===== src/hdl/qgpt_pkg.sv =====
// qgpt_pkg: shared types and constants of the two-qubit gene amplitude table
// used by every file under hdl except qgpt_ram; depends on nothing
package qgpt_pkg;

  localparam int POPULATION = 16;
  localparam int GENES      = 128;
  localparam int ENTRIES    = POPULATION * GENES;
  localparam int ADDR_W     = (ENTRIES > 1) ? $clog2(ENTRIES) : 1;

  localparam int OP_W   = 2;
  localparam int IND_W  = 4;
  localparam int GENE_W = 7;
  localparam int RND_W  = 16;
  localparam int PAIR_W = 2;
  localparam int AMP_W  = 16;
  localparam int PROD_W = 2 * AMP_W;
  localparam int ACC_W  = 32;
  localparam int ARG_W  = 31;
  localparam int ROW_W  = 4 * AMP_W;

  localparam logic [AMP_W-1:0] AMP_ONE   = 16'h8000;
  localparam logic [AMP_W-1:0] AMP_HALF  = 16'h4000;
  localparam logic [ACC_W-1:0] ONE_Q30   = 32'h4000_0000;
  localparam logic [PROD_W:0]  ROUND_BIAS = 33'd16384;

  typedef enum logic [OP_W-1:0] {
    OP_OBSERVE = 2'd0,
    OP_UPDATE  = 2'd1,
    OP_INIT    = 2'd2,
    OP_NONE    = 2'd3
  } op_t;

  typedef enum logic [3:0] {
    S_IDLE,
    S_READ,
    S_LOAD,
    S_OBS_SQ,
    S_OBS_ACC,
    S_OBS_CMP,
    S_UPD_SCALE,
    S_UPD_ROUND,
    S_UPD_SQ,
    S_UPD_ACC,
    S_SQRT_GO,
    S_SQRT_WAIT,
    S_WRITE,
    S_DONE
  } state_t;

  // commands to the shared multiply-accumulate unit
  typedef struct packed {
    logic clr;
    logic mul;
    logic acc;
  } mac_ctrl_t;

  typedef struct packed {
    logic busy;
    logic done;
  } sqrt_stat_t;

endpackage


===== src/hdl/qgpt_mac.sv =====
// qgpt_mac: shared 16x16 multiplier with registered product and accumulator
// depends on qgpt_pkg
module qgpt_mac import qgpt_pkg::*; (
  input  logic              clk,
  input  mac_ctrl_t         ctrl,
  input  logic [AMP_W-1:0]  op_a,
  input  logic [AMP_W-1:0]  op_b,
  output logic [PROD_W-1:0] prod,
  output logic [ACC_W-1:0]  acc
);

  logic [PROD_W-1:0] prod_r, prod_nxt;
  logic [ACC_W-1:0]  acc_r, acc_nxt;

  always_comb begin
    prod_nxt = prod_r;
    acc_nxt  = acc_r;
    if (ctrl.mul) begin
      prod_nxt = PROD_W'(op_a) * PROD_W'(op_b);
    end
    if (ctrl.clr) begin
      acc_nxt = '0;
    end else if (ctrl.acc) begin
      acc_nxt = acc_r + ACC_W'(prod_r);
    end
  end

  always_ff @(posedge clk) begin
    prod_r <= prod_nxt;
    acc_r  <= acc_nxt;
  end

  assign prod = prod_r;
  assign acc  = acc_r;

endmodule


===== config.mk =====
export PLATFORM = sky130hd
export DESIGN_NAME = qgpt_mac
export DESIGN_NICKNAME = d
export VERILOG_FILES = /design/src/hdl/qgpt_pkg.sv /design/src/hdl/qgpt_mac.sv
export SDC_FILE = /design/constraint.sdc
export NUM_CORES = 1
export LEC_CHECK = 0
export BUFFER_PORTS_ARGS = -buffer_cell sky130_fd_sc_hd__buf_2
export CAP_MARGIN = 20
export CORE_AREA = 2 2 157 129
export CTS_CLUSTER_SIZE = 20
export DETAILED_ROUTE_END_ITERATION = 6
export DIE_AREA = 0 0 159 131
export PLACE_DENSITY = 0.85
export SLEW_MARGIN = 0
export SYNTH_ARGS = -nofsm -noshare
export SYNTH_HDL_FRONTEND = slang
export SYNTH_SLANG_ARGS = --single-unit

===== constraint.sdc =====
create_clock -name clk -period 15.75 [get_ports clk]
set_clock_uncertainty 0.2 [all_clocks]
set_input_delay 3.15 -clock clk [delete_from_list [all_inputs] [get_ports clk]]
set_output_delay 3.15 -clock clk [all_outputs]
set_load 0.005 [all_outputs]

==> summary.txt, run 1 <==
Run status
  • Status: finished clean

Timing
  • Final Hold Viols: 0
  • Unrepaired setup endpoints after global routing: no
  • Slew Limit Fails: 0
  • Worst-margin pin slew: 0.962 ns
  • Setup violations, final: 0
  • Final period utilization: 55.8%
  • Hold_ws: 0.270 ns
  • Worst slew margin: 35.9%
  • Fmax: 114 MHz
  • Fin Setup TNS: 0 ns
  • Tmin final: 8.79 ns

Floorplanning
  • Initial Util: 63.7%
  • Die Area: 20800 sq um
  • Die Ht: 131 um
  • CORE AREA: 19300 sq um
  • IO Pins: 100
  • Die X: 159 um
  • Row cnt: 46

Routing
  • Routed WL per cell: 17.1 um
  • 1st-pass router iterations: 5
  • Total number of vias: 9801
  • Post-route antenna net violation count: 0
  • Residual DRC: 0
  • Via density: 5.72
  • Final wirelength: 29.3 mm
  • 1st-iter DRT viols: 992

Min path
  • Hold path endpoint: acc[28]
  • Hold Path Class: flip-flop to flip-flop
  • Hold path start: acc[28]
  • Hold-critical path depth: 2

Critical path
  • Worst setup EP type: flip-flop
  • R2R depth: 11
  • FF-to-FF Start: prod[0]
  • Crit Path Max Fanout: 16
  • Critical path type: input port to flip-flop
  • CP arrival: 8.66 ns
  • Reg-to-reg setup timing slack: 12.51 ns
  • CP cell instances: buf_2, nand2_1, fa_1, fa_1, fa_1, inv_1, fa_1, fa_1, inv_1, fa_1, inv_1, ha_1, nand4_1, nor2_1, o221ai_1, a41o_1, o21ai_1, a21oi_1, a31oi_1, xor2_1
  • CP max stage cell: fa_1
  • Crit path largest cell delay: 0.54 ns
  • Crit-path leading delay family: adder cells
  • Critical Path Start: op_a[12]
  • Worst path required time: 15.63 ns
  • Worst reg2reg path endpoint: acc[30]
  • Worst setup SP type: input port
  • Most common cell on crit path: fa_1
  • Crit path buf inv count: 4

Cells and area
  • Final instance area: 13300 sq um
  • Layout cells sized above 1: 8.62%
  • Filler cell count: 1498
  • Layout Nets: 1811
  • Synth-to-layout area growth: 8.03%
  • Multi-input logic area: 9570 sq um
  • FF/Latch Area: 1600 sq um
  • Antenna cells: 0

Logic synthesis
  • Yosys warns: 0
  • Cells after Synth: 1377
  • Top FF cell, synth: edfxtp_1
  • Mapped cell area: 12300 sq um
  • Syn nets: 1743
  • Seq/Total Area, Yosys: 13.0%
  • Synth Register Bits: 64
  • Mean post-synth cell area: 8.95 sq um
  • Post-synth EDFFs: 32
  • Distinct cells, synth: 64
  • Asr flop ratio synth: 0%

Clocking
  • CTS tree: yes
  • CTS Hold Buffers Added: 0
  • Post-CTS Setup Bufs: 0
  • Max clock buf depth: 2
  • Clk_lat worst skew: 0.33 ns
  • Worst-path clk slew: 0.05 ns
  • CTS root buf: clkbuf_16
  • Post-CTS sizing: 0
  • Clock sink total: 64
  • Htree depth: 3
  • Cts bufs inserted: 9

Global routing
  • Global-route wire length before repair: 48.4 mm
  • Initial antenna violation count: 0
  • Largest net degree at the start of global routing: 46
  • GR Util All Layers: 29.2%
  • Gr ovfl total: 0
  • Vias in the first global route: 9828

Placement
  • Port bufs: 99
  • Area post-placement: 13000 sq um
  • GP Congestion: 0.961
  • Placed wire-length estimate: 23.5 mm

Job
  • Maxcap violations: 0
[tightest hold or removal path, delay by kind of cell, from the launching register on]
kind	cells	cell delay [ns]
compound gates	1	0.05
simple gates	1	0.05
flops	1	0.32
[area by class of cell]
type | count | area share, %
flip-flops and latches | 64 | 12.0
repair buffers | 99 | 3.72
clock buffers | 9 | 1.69
multi-input cells | 1006 | 71.9
inverters | 265 | 7.47
clock inverters | 7 | 0.724
well taps | 264 | 2.48
[sequential cells by signal, indices dropped and copies added, names as in the netlist]
name  flops
prod     32
acc      32
[how the worst max path moves through the flow]
stage	end	cells after the start
4_1_cts	prod[26]	20
5_1_grt	prod[30]	20
3_3_place_gp	prod[29]	20
3_5_place_dp	prod[26]	20
2_1_floorplan	prod[26]	20
6_report	prod[30]	20
[routing by layer]
| layer | global-route usage [%] | vias to the layer above | share of wire, % |
|---|---|---|---|
| li1 | - | 4508 | - |
| met1 | 39.8 | 4731 | 44 |
| met2 | 49.0 | 521 | 45 |
| met3 | 6.03 | 41 | 10 |
| met4 | 6.63 | 0 | 1.3 |
| met5 | 0 | - | 0 |
[metrics by stage]
| step | std cells | setup WS, ns | util [%] |
|---|---|---|---|
| global placement | 1698 | 6.85 | 67.2 |
| global route | 1714 | 6.66 | 68.8 |
| CTS | 1714 | 7.03 | 68.8 |
| detailed placement | 1698 | 6.66 | 67.2 |
| floorplan | 1377 | 7.12 | - |
| finish | 1714 | 6.96 | 68.8 |
[cell families (layout without fill, tap and decap cells)]
family | Yosys count | after routing | synth area share, %
buffers and inverters | 307 | 380 | 9.35
muxes | 17 | 17 | 1.39
and+or+nand+nor | 411 | 411 | 16.5
xor gates and xnor gates | 49 | 49 | 3.48
AOI/OAI and AO/OA | 199 | 199 | 10.9
adders and majority gates | 330 | 330 | 45.4
DFF | 64 | 64 | 13.0
[placed cells by master, fill, tap and decap left out, drive strengths merged, types with 3 or more instances in the layout]
cell and instances:
fa 195, o21a 7, a21oi 61, edfxtp 32
dfxtp 32, and2 125, a211o 7, xor2 16
a211oi 7, nor2b 6, a21o 27, a21boi 4
o21bai 7, nor2 52, a2111oi 4, o21ai 31
xnor2 33, nand4 5, inv 265, ha 135
nand3 14, mux2i 16, nand2b 19, nand2 164
nor3 7, o221ai 3, clkbuf 9, o211ai 5
and3 3, o31a 3, o22ai 11, a31oi 7
buf 99, clkinvlp 3
[cells in the mapped netlist, drive strengths merged, types with 3 or more instances]
master | number | area [sq um]
a21oi | 61 | 320
ha | 135 | 1690
xnor2 | 33 | 289
nor2 | 52 | 195
a211oi | 7 | 52.6
a2111oi | 4 | 61.3
fa | 195 | 3900
o21ai | 31 | 155
nor3 | 7 | 35.0
and2 | 125 | 782
o221ai | 3 | 26.3
o211ai | 5 | 42.5
nor2b | 6 | 37.5
clkbuf | 41 | 154
dfxtp | 32 | 641
a31oi | 7 | 43.8
a21boi | 4 | 30.0
nand2b | 19 | 126
o31a | 3 | 26.3
a211o | 7 | 61.3
o21bai | 7 | 52.6
o22ai | 11 | 68.8
inv | 265 | 995
mux2i | 16 | 160
nand2 | 164 | 616
xor2 | 16 | 140
o21a | 7 | 52.6
nand4 | 5 | 31.3
a21o | 27 | 203
nand3 | 14 | 70.1
edfxtp | 32 | 961
and3 | 3 | 18.8
Power of run 1 is not shown: default switching activity piles up to over one toggle a cycle in this logic, so the estimate is an artifact.
==> run 2, diff against run 1 <==
Settings changed: CORE_AREA 2 2 157 129 to 2 2 168 137, DIE_AREA 0 0 159 131 to 0 0 170 139, PLACE_DENSITY 0.85 to 0.79.
Clock period 15.75 ns to 7.15 ns, I/O delays scaled along.
==> summary.txt, run 2 (synthesis results as in run 1) <==
Timing
  • Worst slew margin: 36.9%
  • Final period utilization: 95.9%
  • Slew Limit Fails: 0
  • Tmin final: 6.86 ns
  • Final Hold Viols: 0
  • Fmax: 146 MHz
  • Unrepaired setup endpoints after global routing: no
  • Setup violations, final: 0
  • Worst-margin pin slew: 0.947 ns

Clocking
  • CTS root buf: clkbuf_16
  • Post-CTS Setup Bufs: 0
  • Clk_lat worst skew: 0.33 ns
  • Cts bufs inserted: 9
  • Worst-path clk slew: 0.05 ns
  • Max clock buf depth: 2
  • Clock sink total: 64
  • CTS tree: yes
  • CTS Hold Buffers Added: 0
  • Htree depth: 3

Global routing
  • GRT met1 Usage: 37.7%
  • GR Util All Layers: 25.5%
  • Grt peak-use layer: met2
  • Global-route wire length before repair: 48.4 mm
  • Largest net degree at the start of global routing: 46
  • Routing usage on met2: 39.0%
  • Gr ovfl total: 0
  • Vias in the first global route: 9721
  • Initial antenna violation count: 0
  • GR Util met3: 6.74%

Cells and area
  • Layout Nets: 1840
  • Synth-to-layout area growth: 9.76%
  • Filler cell count: 1877
  • Final Instance Count excl. Fillers: 1759
  • Layout cells sized above 1: 10.4%
  • Final instance area: 13500 sq um
  • Commonest non-fill, non-tap cell in the layout: inv_1
  • Highest-count cells in the layout ignoring fill and taps: 265 x inv_1, 195 x fa_1, 164 x nand2_1
  • Post-layout util: 61.3%
  • Antenna cells: 0

Critical path
  • Worst path required time: 7.03 ns
  • CP arrival: 6.73 ns
  • R2R depth: 11
  • Worst setup EP type: flip-flop
  • Crit Path Max Fanout: 9
  • Critical path type: input port to flip-flop
  • Worst setup SP type: input port

Placement
  • Area post-placement: 13200 sq um
  • GP Congestion: 0.914
  • Placed wire-length estimate: 24.4 mm
  • Port bufs: 99
  • Cells after DPL: 1743

Routing
  • Post-route antenna net violation count: 0
  • Residual DRC: 0
  • 1st-pass router iterations: 5
  • Total number of vias: 9673
  • Routed WL per cell: 16.5 um
  • 1st-iter DRT viols: 905
  • Via density: 5.50
  • Final wirelength: 29.0 mm

Floorplanning
  • Die Area: 23600 sq um
  • Die X: 170 um
  • Die Ht: 139 um
  • Initial Util: 55.8%
  • CORE AREA: 22100 sq um
  • IO Pins: 100
  • Row cnt: 49

Run status
  • Status: finished clean

Job
  • Maxcap violations: 0

Min path
  • Hold Path Class: flip-flop to flip-flop
  • Hold-critical path depth: 2
==> run 2: cell count changes in the layout (fill, tap and decap cells not counted) <==
cell,change
a21oi_1,-1
a21oi_2,+1
buf_4,+29
bufinv_16,-1
clkbuf_1,+1
clkinv_1,+1
clkinv_2,+1
clkinvlp_4,-2
o21ai_1,-1
o21ai_2,+1
==> run 2: timing repair <==
action | CTS | global route
resized for setup | 0 | 2
endpoints found under the setup margin | 0 | 6
endpoints found under the hold margin | 0 | 0
==> run 2: cell type report <==
cell class	count	area (sq um)	share of cell area [%]
Multi-Input combinational cell	1006	9570	70.8
Sequential cell	64	1600	11.8
Inverter	265	995	7.36
Timing Repair Buffer	128	713	5.27
Tap cell	280	350	2.59
Clock buffer	10	229	1.69
Clock inverter	6	60.1	0.444
==> run 2: final timing paths <==
path | slack, ns | to | startpoint
worst max-delay path | 0.29 | prod[26] | op_b[1]
worst min-delay path | 0.26 | acc[28] | acc[28]
worst max register to register | 3.80 | acc[30] | prod[0]
worst min register to register | 0.26 | acc[28] | acc[28]
==> run 2: stage by stage <==
step / setup WS [ns] / hold slack, ns / TNS, ns
after CTS: 0.299 / 0.265 / 0
after global placement: 0.0742 / 0.268 / 0
after detailed placement: -0.0607 / 0.258 / -0.241
after global routing: 0.00803 / 0.309 / 0
final: 0.293 / 0.263 / 0
after floorplan: 0.240 / 0.258 / 0
==> run 2: layer usage <==
metal / routed length (um) / part of all wire [%]
met1: 13300 / 46
met2: 12400 / 43
met3: 3110 / 11
met4: 147 / 0.51
met5: 0 / 0
==> run 2: critical path, cell delays in order <==
cell and delay (ns):
buf_2 0.20, buf_4 0.21, nand2_1 0.09, fa_1 0.51, fa_1 0.56, inv_1 0.06
fa_1 0.48, fa_1 0.46, fa_1 0.53, inv_1 0.05, fa_1 0.47, inv_1 0.04
ha_1 0.29, a21o_1 0.17, a21oi_1 0.14, nor2b_1 0.06, o21ai_0 0.28, o21ai_2 0.15
a211o_1 0.28, a21oi_1 0.18, xnor2_1 0.08
Power of run 2 is left out for the same reason.
==> run 3, diff against run 2 <==
Settings changed: CTS_BUF_LIST set to sky130_fd_sc_hd__clkbuf_4 sky130_fd_sc_hd__clkbuf_8 sky130_fd_sc_hd__clkbuf_16, RECOVER_POWER set to 100.
==> summary.txt, run 3 (synthesis results as in run 1) <==
Timing
  • Setup violations, final: 0
  • Slew Limit Fails: 79
  • Fmax: 146 MHz
  • Tmin final: 6.86 ns
  • Worst slew margin: -50.8%
  • Fin Setup TNS: 0 ns
  • Hold_ws: 0.281 ns
  • Final period utilization: 95.9%
  • Worst-margin pin slew: 2.26 ns
  • Final Hold Viols: 0
  • Unrepaired setup endpoints after global routing: no

Floorplanning
  • Die Area: 23600 sq um
  • Row cnt: 49
  • CORE AREA: 22100 sq um
  • Die X: 170 um
  • IO Pins: 100
  • Die Ht: 139 um
  • Initial Util: 55.8%

Critical path
  • Critical Path Start: op_b[1]
  • Critical path type: input port to flip-flop
  • FF-to-FF Start: prod[0]
  • CP arrival: 6.73 ns
  • Worst path required time: 7.03 ns
  • CP max stage cell: fa_1
  • CP cell instances: buf_2, buf_4, nand2_1, fa_1, fa_1, inv_1, fa_1, fa_1, fa_1, inv_1, fa_1, inv_1, ha_1, a21o_1, a21oi_1, nor2b_1, o21ai_0, o21ai_2, a211o_1, a21oi_1, xnor2_1
  • R2R depth: 11
  • Crit path buf inv count: 5
  • Crit Path Max Fanout: 9
  • Reg-to-reg setup timing slack: 3.78 ns
  • Worst reg2reg path endpoint: acc[30]
  • Crit-path leading delay family: adder cells
  • Crit path largest cell delay: 0.56 ns
  • Most common cell on crit path: fa_1
  • Worst setup EP type: flip-flop
  • Worst setup SP type: input port

Routing
  • Residual DRC: 0
  • 1st-iter DRT viols: 899
  • Final wirelength: 29.0 mm
  • 1st-pass router iterations: 6
  • Post-route antenna net violation count: 0
  • Routed WL per cell: 16.5 um
  • Met3 wire length: 3.22 mm
  • Metal2 WL: 12.4 mm
  • DRT met1 WL: 13.2 mm
  • Top Layer Used: met4
  • Total number of vias: 9759
  • Via density: 5.55

Cells and area
  • Filler cell count: 1894
  • FF/Latch Area: 1600 sq um
  • Multi-input logic area: 9570 sq um
  • Commonest non-fill, non-tap cell in the layout: inv_1
  • Layout Nets: 1840
  • Layout cells sized above 1: 7.91%
  • Highest-count cells in the layout ignoring fill and taps: 265 x inv_1, 195 x fa_1, 164 x nand2_1
  • Final instance area: 13500 sq um
  • Synth-to-layout area growth: 9.38%
  • Antenna cells: 0

Global routing
  • Vias in the first global route: 9721
  • Gr ovfl total: 0
  • Largest net degree at the start of global routing: 46
  • GR Util All Layers: 25.5%
  • Global-route wire length before repair: 48.4 mm
  • Initial antenna violation count: 0

Clocking
  • Clk_lat worst skew: 0.34 ns
  • Clock sink total: 64
  • CTS root buf: clkbuf_16
  • Cts bufs inserted: 9
  • Max clock buf depth: 2
  • Worst-path clk slew: 0.05 ns
  • CTS tree: yes
  • Post-CTS Setup Bufs: 0
  • Htree depth: 3

Placement
  • Area post-placement: 13200 sq um
  • Placed wire-length estimate: 24.4 mm
  • Port bufs: 99
  • GP Congestion: 0.914

Min path
  • Hold path endpoint: acc[28]
  • Hold-critical path depth: 2
  • Hold path start: acc[28]
  • Hold Path Class: flip-flop to flip-flop

Run status
  • Failing checks: capacitance limit, slew limit
  • Status: finished with violations

Job
  • Maxcap violations: 2
## run 3: cell types whose count changed in the layout (fill, tap and decap cells not counted), sizes merged
cell	before	now
buf	128	87
clkbuf	10	51
## run 3: routing by layer
metal	track usage (%)	up-vias
li1	-	4577
met3	6.74	22
met4	3.28	0
met5	0	-
met2	39.0	454
met1	37.7	4706
## run 3: worst register-to-register path: cells and delay by family (launching register included)
| kind | cells | cell delay [ns] |
|---|---|---|
| AO/OA/AOI/OAI | 6 | 1.63 |
| XOR/XNOR | 1 | 0.16 |
| adder cells (fa/ha/maj) | 2 | 0.64 |
| buffers and inverters | 1 | 0.07 |
| AND/OR/NAND/NOR | 1 | 0.18 |
| flip-flops | 1 | 0.41 |
## run 3: how the worst max path moves through the flow
| stage | end | cells after the start |
|---|---|---|
| after global placement | prod[29] | 21 |
| after detailed placement | prod[26] | 20 |
| after CTS | prod[29] | 20 |
| after floorplan | prod[26] | 20 |
| final | prod[26] | 21 |
| after global routing | prod[26] | 20 |
## run 3: what timing repair did
| action | CTS | global route |
|---|---|---|
| hold buffers | 0 | 0 |
| endpoints found under the setup margin | 0 | 6 |
| resized for setup | 0 | 2 |
| endpoints found under the hold margin | 0 | 0 |
## run 3: final cells by class
| cell class | count | share of cell area, % |
|---|---|---|
| clock buffers | 10 | 1.73 |
| clock inverters | 6 | 0.446 |
| inverters | 265 | 7.38 |
| multi-input cells | 1006 | 71.0 |
| flip-flops and latches | 64 | 11.9 |
| well taps | 280 | 2.60 |
| repair buffers | 128 | 4.92 |
## run 3: per-stage QoR
step | worst slack (ns) | cells | util, %
detailed placement | -0.0607 | 1743 | 59.9
global placement | 0.0742 | 1743 | 59.9
finish | 0.294 | 1759 | 61.1
global route | 0.0116 | 1759 | 61.1
floorplan | 0.240 | 1377 | -
CTS | 0.299 | 1759 | 61.3
Power of run 3 is left out for the same reason.
