## config.mk

```make
export PLATFORM = sky130hd
export DESIGN_NAME = qgpt_sqrt
export DESIGN_NICKNAME = d
export VERILOG_FILES = /design/src/hdl/qgpt_pkg.sv /design/src/hdl/qgpt_sqrt.sv
export SDC_FILE = /design/constraint.sdc
export NUM_CORES = 1
export LEC_CHECK = 0
export BUFFER_PORTS_ARGS = -buffer_cell sky130_fd_sc_hd__buf_2
export CAP_MARGIN = 20
export CORE_MARGIN = 3
export CORE_UTILIZATION = 40
export CTS_CLUSTER_DIAMETER = 40
export DETAILED_ROUTE_END_ITERATION = 12
export GPL_ROUTABILITY_DRIVEN = 0
export PLACE_DENSITY_LB_ADDON = 0.1
export SLEW_MARGIN = 20
export SYNTH_ARGS = -nofsm -noshare
export SYNTH_HDL_FRONTEND = slang
export SYNTH_SLANG_ARGS = --single-unit
```

## constraint.sdc

```tcl
create_clock -name clk -period 8.9 [get_ports clk]
set_input_delay 0.445 -clock clk [delete_from_list [all_inputs] [get_ports clk]]
set_output_delay 0.445 -clock clk [all_outputs]
set_load 0.02 [all_outputs]
```

## src/hdl/qgpt_pkg.sv

```systemverilog
// qgpt_pkg: shared types and constants of the two-qubit gene amplitude table
// used by every file under hdl except qgpt_ram; depends on nothing
package qgpt_pkg;

  localparam int POPULATION = 16;
  localparam int GENES      = 128;
  localparam int ENTRIES    = POPULATION * GENES;
  localparam int ADDR_W     = (ENTRIES > 1) ? $clog2(ENTRIES) : 1;

  localparam int OP_W   = 2;
  localparam int IND_W  = 4;
  localparam int GENE_W = 7;
  localparam int RND_W  = 16;
  localparam int PAIR_W = 2;
  localparam int AMP_W  = 16;
  localparam int PROD_W = 2 * AMP_W;
  localparam int ACC_W  = 32;
  localparam int ARG_W  = 31;
  localparam int ROW_W  = 4 * AMP_W;

  localparam logic [AMP_W-1:0] AMP_ONE   = 16'h8000;
  localparam logic [AMP_W-1:0] AMP_HALF  = 16'h4000;
  localparam logic [ACC_W-1:0] ONE_Q30   = 32'h4000_0000;
  localparam logic [PROD_W:0]  ROUND_BIAS = 33'd16384;

  typedef enum logic [OP_W-1:0] {
    OP_OBSERVE = 2'd0,
    OP_UPDATE  = 2'd1,
    OP_INIT    = 2'd2,
    OP_NONE    = 2'd3
  } op_t;

  typedef enum logic [3:0] {
    S_IDLE,
    S_READ,
    S_LOAD,
    S_OBS_SQ,
    S_OBS_ACC,
    S_OBS_CMP,
    S_UPD_SCALE,
    S_UPD_ROUND,
    S_UPD_SQ,
    S_UPD_ACC,
    S_SQRT_GO,
    S_SQRT_WAIT,
    S_WRITE,
    S_DONE
  } state_t;

  // commands to the shared multiply-accumulate unit
  typedef struct packed {
    logic clr;
    logic mul;
    logic acc;
  } mac_ctrl_t;

  typedef struct packed {
    logic busy;
    logic done;
  } sqrt_stat_t;

endpackage

```

## src/hdl/qgpt_sqrt.sv

```systemverilog
// qgpt_sqrt: digit-by-digit integer square root, two argument bits per cycle
// depends on qgpt_pkg
module qgpt_sqrt import qgpt_pkg::*; (
  input  logic             clk,
  input  logic             rst_n,
  input  logic             start,
  input  logic [ARG_W-1:0] arg,
  output sqrt_stat_t       stat,
  output logic [AMP_W-1:0] root
);

  logic        busy_r, busy_nxt;
  logic        done_r, done_nxt;
  logic [31:0] v_r, v_nxt;
  logic [31:0] res_r, res_nxt;
  logic [31:0] bit_r, bit_nxt;
  logic [31:0] trial;

  always_comb begin
    trial    = res_r + bit_r;
    v_nxt    = v_r;
    res_nxt  = res_r;
    bit_nxt  = bit_r;
    busy_nxt = busy_r;
    done_nxt = 1'b0;
    if (start) begin
      v_nxt    = {1'b0, arg};
      res_nxt  = '0;
      bit_nxt  = 32'h4000_0000;
      busy_nxt = 1'b1;
    end else if (busy_r) begin
      if (v_r >= trial) begin
        v_nxt   = v_r - trial;
        res_nxt = (res_r >> 1) + bit_r;
      end else begin
        res_nxt = res_r >> 1;
      end
      bit_nxt = bit_r >> 2;
      // last digit pair
      if (bit_r == 32'd1) begin
        busy_nxt = 1'b0;
        done_nxt = 1'b1;
      end
    end
  end

  always_ff @(posedge clk) begin
    if (!rst_n) begin
      busy_r <= 1'b0;
      done_r <= 1'b0;
    end else begin
      busy_r <= busy_nxt;
      done_r <= done_nxt;
    end
    v_r   <= v_nxt;
    res_r <= res_nxt;
    bit_r <= bit_nxt;
  end

  assign stat.busy = busy_r;
  assign stat.done = done_r;
  assign root      = res_r[AMP_W-1:0];

endmodule

```

==> results, run 1 <==
- The per-cell via count in the routed design is 5.83.
- The transition at the pin with the smallest max-transition slack is slightly above 800 ps.
- The number of gates resized after CTS was 0.
- Data on the critical path is required at its endpoint by about 8900 ps.
- The mean instance size in the synthesized netlist is approximately 8.2 um2.
- The internal portion of the total power is 1.34 mW.
- The most common flop cell mapped by yosys is sky130_fd_sc_hd__dfxtp_1.
- The maximum clock skew at final layout is ~9.2 ps.
- The number of port buffers is slightly above 50.
- The number of global-route vias before repair is about 6300.
- In this run the power spent charging and discharging nets is between 1 and 1.5 mW.
- The first-pass GRT wire length is 32200 um.
- The post-CTS clock slew at the launch and capture registers of the worst setup and hold paths is ~60 ps.
- Headroom to the max-slew limit came out at 44.4%.
- For this design, the sink count on the clock tree is between 80 and 90.
- The count of distinct cell types in the synthesized netlist is 76.
- The synthesis-to-layout area growth is 8.03%.
- The path with the worst hold slack has its endpoint at done_r$_SDFF_PP0_.
- Yosys mapped a number of flops with a built-in enable equal to 31.
- In this run the critical register-to-register path is captured at v_r[5]$_DFFE_PP_.
- The multi-input gate area in the final layout is 4840 um2.
- The register-to-register setup slack is between 3000 and 4000 ps.
- The clock latency on the worst-skew pair is between 300 and 400 ps.
- The final-layout fill cell count is 1763.
- The aggregate global-route resource usage is approximately a fifth.
- The top routing layer in use is met4.
- Sorting the synthesized cells by how often they occur yields sky130_fd_sc_hd__nand2_1, sky130_fd_sc_hd__nor2_1, sky130_fd_sc_hd__o21ai_0.
- The final count of hold timing violations was 0.
- The fraction of synthesized cell area taken by the top area cell type is roughly 14%.
- The final-stage net count is between 900 and 1000.
- Along the worst path, the maximum fanout reaches 31.
- The worst setup path is of the reg -> reg kind.
- The clock tree synthesis step divided the H-tree into 3 levels.
- The fraction of registers with async set/reset is 0%.
- The mapped netlist covers about 7200 um2.
- Summing all placed instances gives a cell area of 7450 um2.
- The standard cell core area is roughly 17000 um2.
- The cell area after layout is 7760 um2.
- The top-level port count is between 50 and 60.
- TritonCTS built the clock tree.
- The die is about 140 um wide.
- In the post-synthesis netlist, the cell with the most instances is sky130_fd_sc_hd__nand2_1.
- For this design the ratio of total power to cell area is 318 nW/um2.
- Setup repair after global routing left no endpoint under its margin.
- The TritonCTS buffer count is 9.
- Across all hold checks on the routed design, the worst slack comes to roughly 340 ps.
- Summed over all failing endpoints, the final setup total negative slack is 0 ps.
- In this run the deepest clock path goes through 2 buffers.
- The achievable frequency is 0.181 GHz.
- Registers take 1950 um2.
- Sequential elements use a little over a quarter of the synthesized area.
- The cell type contributing the most total cell area after synthesis is sky130_fd_sc_hd__dfxtp_1.
- In this run the critical register-to-register path is launched from res_r[2]$_SDFFE_PP0P_.
- The routed layout has between 6000 and 7000 vias.
- The total leakage power is ~3.1 nW.
- The routed design uses about 740 um of met3 wire.
- The routed design has about 20000 um of wire.
- Traced cell by cell, the critical path runs through ha_1, nand3_1, a2111oi_0, a31o_2, nand2_1, o31a_1, o21ai_0, a31oi_1, xor2_1, ha_1, nand4_1, or2_1, or3_4, nand3_2, nand2_1, nand2_1, buf_4.
- The endpoint kind of the worst setup timing path is a flip-flop.
- The number of setup violations in the final report is 0.
- After detailed routing, the number of remaining DRC violations is 0.
- The number of hold buffers added after CTS was 0.
- The cell at the root of the clock tree is sky130_fd_sc_hd__clkbuf_16.
- The worst path needs 5520 ps of the cycle, external delays included.
- The number of synthesized register bits is 82.
- The vertical die dimension is roughly 140 um.
- The number of nets in the synthesized netlist is approximately 1000.
- The most numerous cell type found on the critical path is sky130_fd_sc_hd__nand2_1.
- The number of setup buffers added after CTS is 0.
- The number of design-rule violations left by the first detailed-router iteration is 370.
- The max-cap violation count is 0.
- Counting every instance in the synthesized netlist gives around 870.
- The residual antenna-violating net count after detailed routing is 0.
- The pin count of the biggest net entering global routing is between 60 and 70.
- Ranked by total cell area, the synthesized netlist is headed by sky130_fd_sc_hd__dfxtp_1, sky130_fd_sc_hd__edfxtp_1, sky130_fd_sc_hd__ha_1.
- The number of cells on the worst reg-to-reg path is 17.
- The overall overflow remaining after global route is 0.
- Yosys printed 0 warnings.
- The initial utilization of the core area, before any placement, comes to 41.2%.
- STA puts the critical path data arrival time at 5510 ps.
- Dividing the final minimum period by the clock period gives between 60% and 70%.
- The total length of routed met2 wires is 9380 um.
- The cell family contributing the most delay on the critical path is simple AND/OR/NAND/NOR gates.
- The critical hold path startpoint is rst_n.
- The maximum cell stage delay along the critical path is around 590 ps.
- The instance count along the most critical hold path is 2.
- The flow ran to the end, and the final reports show no timing, DRC or antenna violations.
- The cell row count is 48.
- The number of slew-limit violations in the final report is 0.
- For this block, wires on met1 add up to roughly 9000 um.
- The number of antenna diodes in the final layout is 0.
- The worst ir drop on vdd is between 0.00015 and 0.0002 V.
- The average detailed-routed wire length per instance is approximately 17 um.
- Of the total power, the clock network draws between 10% and 20%.
- The slowest cell on the critical path is sky130_fd_sc_hd__a2111oi_0.
- Counting both buffers and inverters, the worst setup path holds a total of 1.
- The number of detailed-routing iterations run before antenna repair is 5.
- The share of total power in combinational logic is 58.5%.
- The fraction of power consumed by sequential logic is between 20 and 30%.
- Net switching is 45.7% of the power.
- The initial antenna violation count is 0.
- The HPWL after detailed placement is ~14000 um.
- The die covers around 20000 um2.
- The type of the tightest min-delay check is in -> reg.
- The sort of element at the start of the critical path is a flip-flop.
- The fraction of layout cells with a size suffix above 1 is a little over a tenth.
-- state kept, by name, indices dropped and copies added (netlist names) --
name	count
busy_r	1
bit_r	16
v_r	32
res_r	32
done_r	1
-- per-layer routing --
| metal | vias up | track usage, % |
|---|---|---|
| li1 | 3258 | - |
| met1 | 3066 | 26.2 |
| met2 | 150 | 34.1 |
| met3 | 24 | 2.53 |
| met4 | 0 | 5.76 |
| met5 | - | 0 |
-- placed cells by master (no fill, tap or decap), types with 7 or more instances in the layout --
cell,instances
sky130_fd_sc_hd__a211oi_1,15
sky130_fd_sc_hd__o21a_1,7
sky130_fd_sc_hd__nand3_1,15
sky130_fd_sc_hd__a21oi_1,40
sky130_fd_sc_hd__edfxtp_1,31
sky130_fd_sc_hd__o21ai_1,7
sky130_fd_sc_hd__and2_1,8
sky130_fd_sc_hd__inv_1,22
sky130_fd_sc_hd__xnor2_1,32
sky130_fd_sc_hd__o21ai_0,77
sky130_fd_sc_hd__ha_1,66
sky130_fd_sc_hd__a311oi_1,12
sky130_fd_sc_hd__nor3_1,8
sky130_fd_sc_hd__nor2b_1,7
sky130_fd_sc_hd__or3_1,8
sky130_fd_sc_hd__a21o_1,24
sky130_fd_sc_hd__nand2_1,99
sky130_fd_sc_hd__and3_1,10
sky130_fd_sc_hd__nor2_1,85
sky130_fd_sc_hd__clkbuf_16,9
sky130_fd_sc_hd__buf_2,50
sky130_fd_sc_hd__a31oi_1,31
sky130_fd_sc_hd__xor2_1,33
sky130_fd_sc_hd__dfxtp_1,50
sky130_fd_sc_hd__nand4_1,14
sky130_fd_sc_hd__mux2i_1,21
sky130_fd_sc_hd__o211ai_1,7
-- worst max-delay path by stage --
stage / depth (start not counted) / start / endpoint
6_report: 17 / res_r[2]$_SDFFE_PP0P_ / v_r[5]$_DFFE_PP_
2_1_floorplan: 17 / res_r[2]$_SDFFE_PP0P_ / v_r[0]$_DFFE_PP_
3_5_place_dp: 17 / res_r[2]$_SDFFE_PP0P_ / v_r[10]$_DFFE_PP_
4_1_cts: 17 / res_r[2]$_SDFFE_PP0P_ / v_r[10]$_DFFE_PP_
3_3_place_gp: 17 / res_r[2]$_SDFFE_PP0P_ / v_r[4]$_DFFE_PP_
5_1_grt: 17 / res_r[4]$_SDFFE_PP0P_ / v_r[5]$_DFFE_PP_
-- stage by stage --
| step | setup WS [ps] | utilization (%) | power (mW) | cells |
|---|---|---|---|---|
| 2_1_floorplan | 4100 | - | 1.77 | 874 |
| 3_3_place_gp | 3540 | 42.8 | 2.05 | 1099 |
| 3_5_place_dp | 3410 | 42.8 | 2.06 | 1099 |
| 4_1_cts | 3380 | 44.6 | 2.48 | 1114 |
| 5_1_grt | 2840 | 44.6 | 2.68 | 1114 |
| 6_report | 3380 | 44.6 | 2.47 | 1114 |
-- cell type report --
cell class	instances	area share [%]
multi-input combinational	715	62.4
sequential	82	25.2
inverter	22	1.06
tap	225	3.63
clock inverter	3	0.580
clock buffer	12	3.43
timing repair buffer	55	3.71
-- power groups by stage --
stage | combinational [mW] | sequential, mW | clock, mW
after floorplan | 1.19 | 0.583 | 0
after global placement | 1.42 | 0.630 | 0
after detailed placement | 1.43 | 0.630 | 0
after CTS | 1.44 | 0.623 | 0.412
after global routing | 1.62 | 0.635 | 0.428
final | 1.44 | 0.622 | 0.401
-- cell families (layout without fill, tap and decap cells) --
family	after synthesis	count (layout)	synth area share (%)
AND/OR/NAND/NOR	284	284	18.6
AO/OA/AOI/OAI	273	273	25.5
flip-flops	82	82	27.2
buffers and inverters	77	92	5.40
adder cells (fa/ha/maj)	67	67	11.8
XOR/XNOR	65	65	7.93
multiplexers	26	26	3.71
-- worst register-to-register path, stage by stage, from the launching register on --
cell and delay [ps]:
sky130_fd_sc_hd__dfxtp_1 360, sky130_fd_sc_hd__ha_1 350, sky130_fd_sc_hd__nand3_1 140, sky130_fd_sc_hd__a2111oi_0 590, sky130_fd_sc_hd__a31o_2 260, sky130_fd_sc_hd__nand2_1 110, sky130_fd_sc_hd__o31a_1 360, sky130_fd_sc_hd__o21ai_0 290
sky130_fd_sc_hd__a31oi_1 150, sky130_fd_sc_hd__xor2_1 170, sky130_fd_sc_hd__ha_1 420, sky130_fd_sc_hd__nand4_1 180, sky130_fd_sc_hd__or2_1 260, sky130_fd_sc_hd__or3_4 330, sky130_fd_sc_hd__nand3_2 360, sky130_fd_sc_hd__nand2_1 260
sky130_fd_sc_hd__nand2_1 130, sky130_fd_sc_hd__buf_4 410
Note: power is estimated with default switching activity, not from simulation.
==> run 2: changes to the inputs <==
==> constraint.sdc (replaced) <==
create_clock -name clk -period 5 [get_ports clk]
set_input_delay 0.25 -clock clk [delete_from_list [all_inputs] [get_ports clk]]
set_output_delay 0.25 -clock clk [all_outputs]
set_load 0.02 [all_outputs]
==> run 2 against run 1 <==
  * First-iteration DRC count is 24% higher
  * Sequential share of layout area shrank 0.61 points
  * Routed wire length is essentially flat
  * Critical path depth grew 1
  * Worst setup slack got worse by 3100 ps
  * Total power rose by 81%
  * Register-to-register slack lost 3100 ps
  * Global-route usage decreased by 0.21 points
  * Non-clock buffer count increased by 17
  * Cell count grew 1.4%
  * Clock power increased by 78%
  * Sequential cell count unchanged
  * Critical endpoint is now res_r[15]$_SDFFE_PP0P_
==> results, run 2 (synthesis gave the netlist of run 1 again) <==
- The max-cap violation count was 0 (unchanged).
- The shortest period the worst path allows was 4740 ps (-777 ps).
- The number of cells on the worst reg-to-reg path was 18 (+1).
- The post-CTS clock slew at the launch and capture registers of the worst setup and hold paths is 60 ps (about the same).
- The DRC violation count after routing came to 0 (unchanged).
- The cell row count is 48 (unchanged).
- The final HPWL from detailed placement was 14500 um (+0.52%).
- The initial antenna violation count came to 0 (unchanged).
- The standard cell core area is 17400 um2 (unchanged).
- The per-cell via count in the routed design was 5.79 (-0.66%).
- The tightest min-delay check is of the in -> reg type.
- The library cell used most frequently in the layout, excluding fill and tap cells, is sky130_fd_sc_hd__nand2_1.
- Leaving out fill and tap cells, the most frequent cells in the layout are sky130_fd_sc_hd__nand2_1, sky130_fd_sc_hd__nor2_1, sky130_fd_sc_hd__o21ai_0, sky130_fd_sc_hd__ha_1.
- The TritonCTS buffer count is 9 (unchanged).
- The pin count of the biggest net entering global routing was 91 (+32%).
- The final count of hold timing violations came to 0 (unchanged).
- The transition at the pin with the smallest max-transition slack came to 933 ps (+106 ps).
- The total leakage power was 3.23 nW (+3.2%).
- The vertical die dimension is 140 um (unchanged).
- The number of slew-limit violations in the final report is 0 (unchanged).
- The aggregate global-route resource usage is 19.6% (-0.21 points).
- The number of setup violations in the final report is 0 (unchanged).
- The quantity of hold-fixing buffers added after cts came to 0 (unchanged).
- The number of global-route vias before repair is 6290 (+0.27%).
- The die span in x is 140 um (unchanged).
- The largest registers in the layout are res_r (32), v_r (32), bit_r (16).
- The area of the die came to 19600 um2 (unchanged).
- The fraction of power consumed by sequential logic is 24.0% (-1.2 points).
- From synthesis to final layout, the design area changed by 10.7%.
- The worst ir drop on vdd was 0.000261 V (+60%).
- The data arrival time at the worst-slack endpoint came to 4990 ps (-520 ps).
- The fraction of power spent switching nets was 44.7% (-0.93 points).
- The worst setup path is captured at a flip-flop.
- The worst setup path is of the reg -> reg kind.
- TritonCTS built the clock tree.
- The first-pass GRT wire length was 31700 um (-1.4%).
- The routed via count is 6548 (+0.77%).
- The number of design-rule violations left by the first detailed-router iteration came to 459 (+24%).
- The achievable frequency was 0.211 GHz (+16%).
- The total net switching power came to 2.00 mW (+77%).
- The average detailed-routed wire length per instance came to 17.2 um (-1.4%).
- The clock group share of total power is 15.9% (-0.4 points).
- The effective utilization at floorplan came to 41.2% (unchanged).
- The count of non-filler cells in the finished layout was 1130 (+1.4%).
- The overall overflow remaining after global route is 0 (unchanged).
- The data required time at the worst endpoint is 5250 ps (-3640 ps).
- The top-level port count is 52 (unchanged).
- The worst hold margin is 163 ps (-179 ps).
- The number of detailed-routing iterations run before antenna repair came to 5 (unchanged).
- The number of cells in the design after placement is 1115 (+1.5%).
- The power density over cell area is 562 nW/um2 (+77%).
- The worst setup path is launched from a flip-flop.
- The cell at the root of the clock tree is sky130_fd_sc_hd__clkbuf_16.
- The number of port buffers is 51 (unchanged).
- The share of the clock period used by the worst path was 94.8% (+33 points).
- The share of total power in combinational logic was 60.0% (+1.5 points).
- The clock sink count is 82 (unchanged).
- The peak fanout along the critical path came to 42 (+35%).
- The number of inserted diodes is 0 (unchanged).
- The internal power summed over all cells was 2.47 mW (+84%).
- The final routed wirelength across all metal layers is 19500 um (about the same).
- The fraction of layout cells with a size suffix above 1 came to 13.1% (+2.2 points).
- The maximum clock skew at final layout is 7.90 ps (-1.28 ps).
- The clock latency on the worst-skew pair was 350 ps (about the same).
- The depth of the CTS H-tree came to 3 (unchanged).
- The residual antenna-violating net count after detailed routing is 0 (unchanged).
- The instance count along the most critical hold path is 2 (unchanged).
- The final-stage net count came to 1003 (+1.7%).
- The deepest clock path buffer count is 2 (unchanged).
- The flow ran to the end, and the final reports show no timing, DRC or antenna violations.
- The remaining max-slew budget at the tightest pin came to 37.2% (-7.1 points).
-- run 2: cell count changes in the layout (fill, tap and decap cells not counted), sizes merged --
cell,before,now
buf,55,72
bufinv,1,0
clkbuf,12,14
inv,24,22
-- run 2: what timing repair did --
action                     CTS  global route
setup endpoints to repair    0            64
gates resized for setup      0            10
setup buffers                0             1
-- run 2: final timing paths --
kind                         startpoint                endpoint  slack (ps)
setup reg to reg  bit_r[0]$_SDFFE_PP0P_  res_r[15]$_SDFFE_PP0P_         260
setup / recovery  bit_r[0]$_SDFFE_PP0P_  res_r[15]$_SDFFE_PP0P_         260
hold reg to reg   res_r[0]$_SDFFE_PP0P_   res_r[0]$_SDFFE_PP0P_         520
hold / removal                    rst_n       done_r$_SDFF_PP0_         160
-- run 2: through the flow --
step | setup TNS, ps | cell area (um2) | worst slack, ps | power [mW] | utilization (%)
finish | 0 | 7950 | 258 | 4.47 | 45.7
global route | -13.1 | 7950 | -11.9 | 4.85 | 45.7
CTS | 0 | 7910 | 26.3 | 4.49 | 45.4
detailed placement | 0 | 7590 | 36.5 | 3.75 | 43.6
global placement | 0 | 7590 | 132 | 3.71 | 43.6
floorplan | 0 | 7180 | 198 | 3.15 | -
-- run 2: power groups by stage --
stage | Combinational (mW) | Sequential, mW | Clock (mW)
after floorplan | 2.11 | 1.04 | 0
after global placement | 2.62 | 1.09 | 0
after detailed placement | 2.66 | 1.09 | 0
after CTS | 2.68 | 1.08 | 0.732
after global routing | 2.99 | 1.09 | 0.762
final | 2.68 | 1.07 | 0.712
-- run 2: cell type report --
cell class	count	area, um2
Fill cell	1739	9460
Multi-Input combinational cell	715	4880
Clock buffer	14	317
Timing Repair Buffer	72	440
Tap cell	225	282
Inverter	22	82.6
Sequential cell	82	1950
-- run 2: layer usage --
metal	global-route usage, %	wire (um)	vias up
met3	3.21	803	43
li1	-	-	3294
met1	24.9	8770	3061
met4	7.45	563	0
met5	0	0	-
met2	33.5	9320	150
-- run 2: worst max-delay path: stages, from the launching register on --
cell	delay [ps]
sky130_fd_sc_hd__dfxtp_1	350
sky130_fd_sc_hd__ha_1	220
sky130_fd_sc_hd__ha_1	240
sky130_fd_sc_hd__a21oi_2	220
sky130_fd_sc_hd__o21ai_1	170
sky130_fd_sc_hd__a311oi_2	370
sky130_fd_sc_hd__nor2_1	100
sky130_fd_sc_hd__o211a_1	220
sky130_fd_sc_hd__o211a_1	200
sky130_fd_sc_hd__o21ai_0	190
sky130_fd_sc_hd__xor2_1	100
sky130_fd_sc_hd__ha_1	430
sky130_fd_sc_hd__and3_4	270
sky130_fd_sc_hd__nand4_2	110
sky130_fd_sc_hd__or3_4	410
sky130_fd_sc_hd__and3_1	230
sky130_fd_sc_hd__buf_12	190
sky130_fd_sc_hd__or3_1	350
sky130_fd_sc_hd__a311oi_1	280
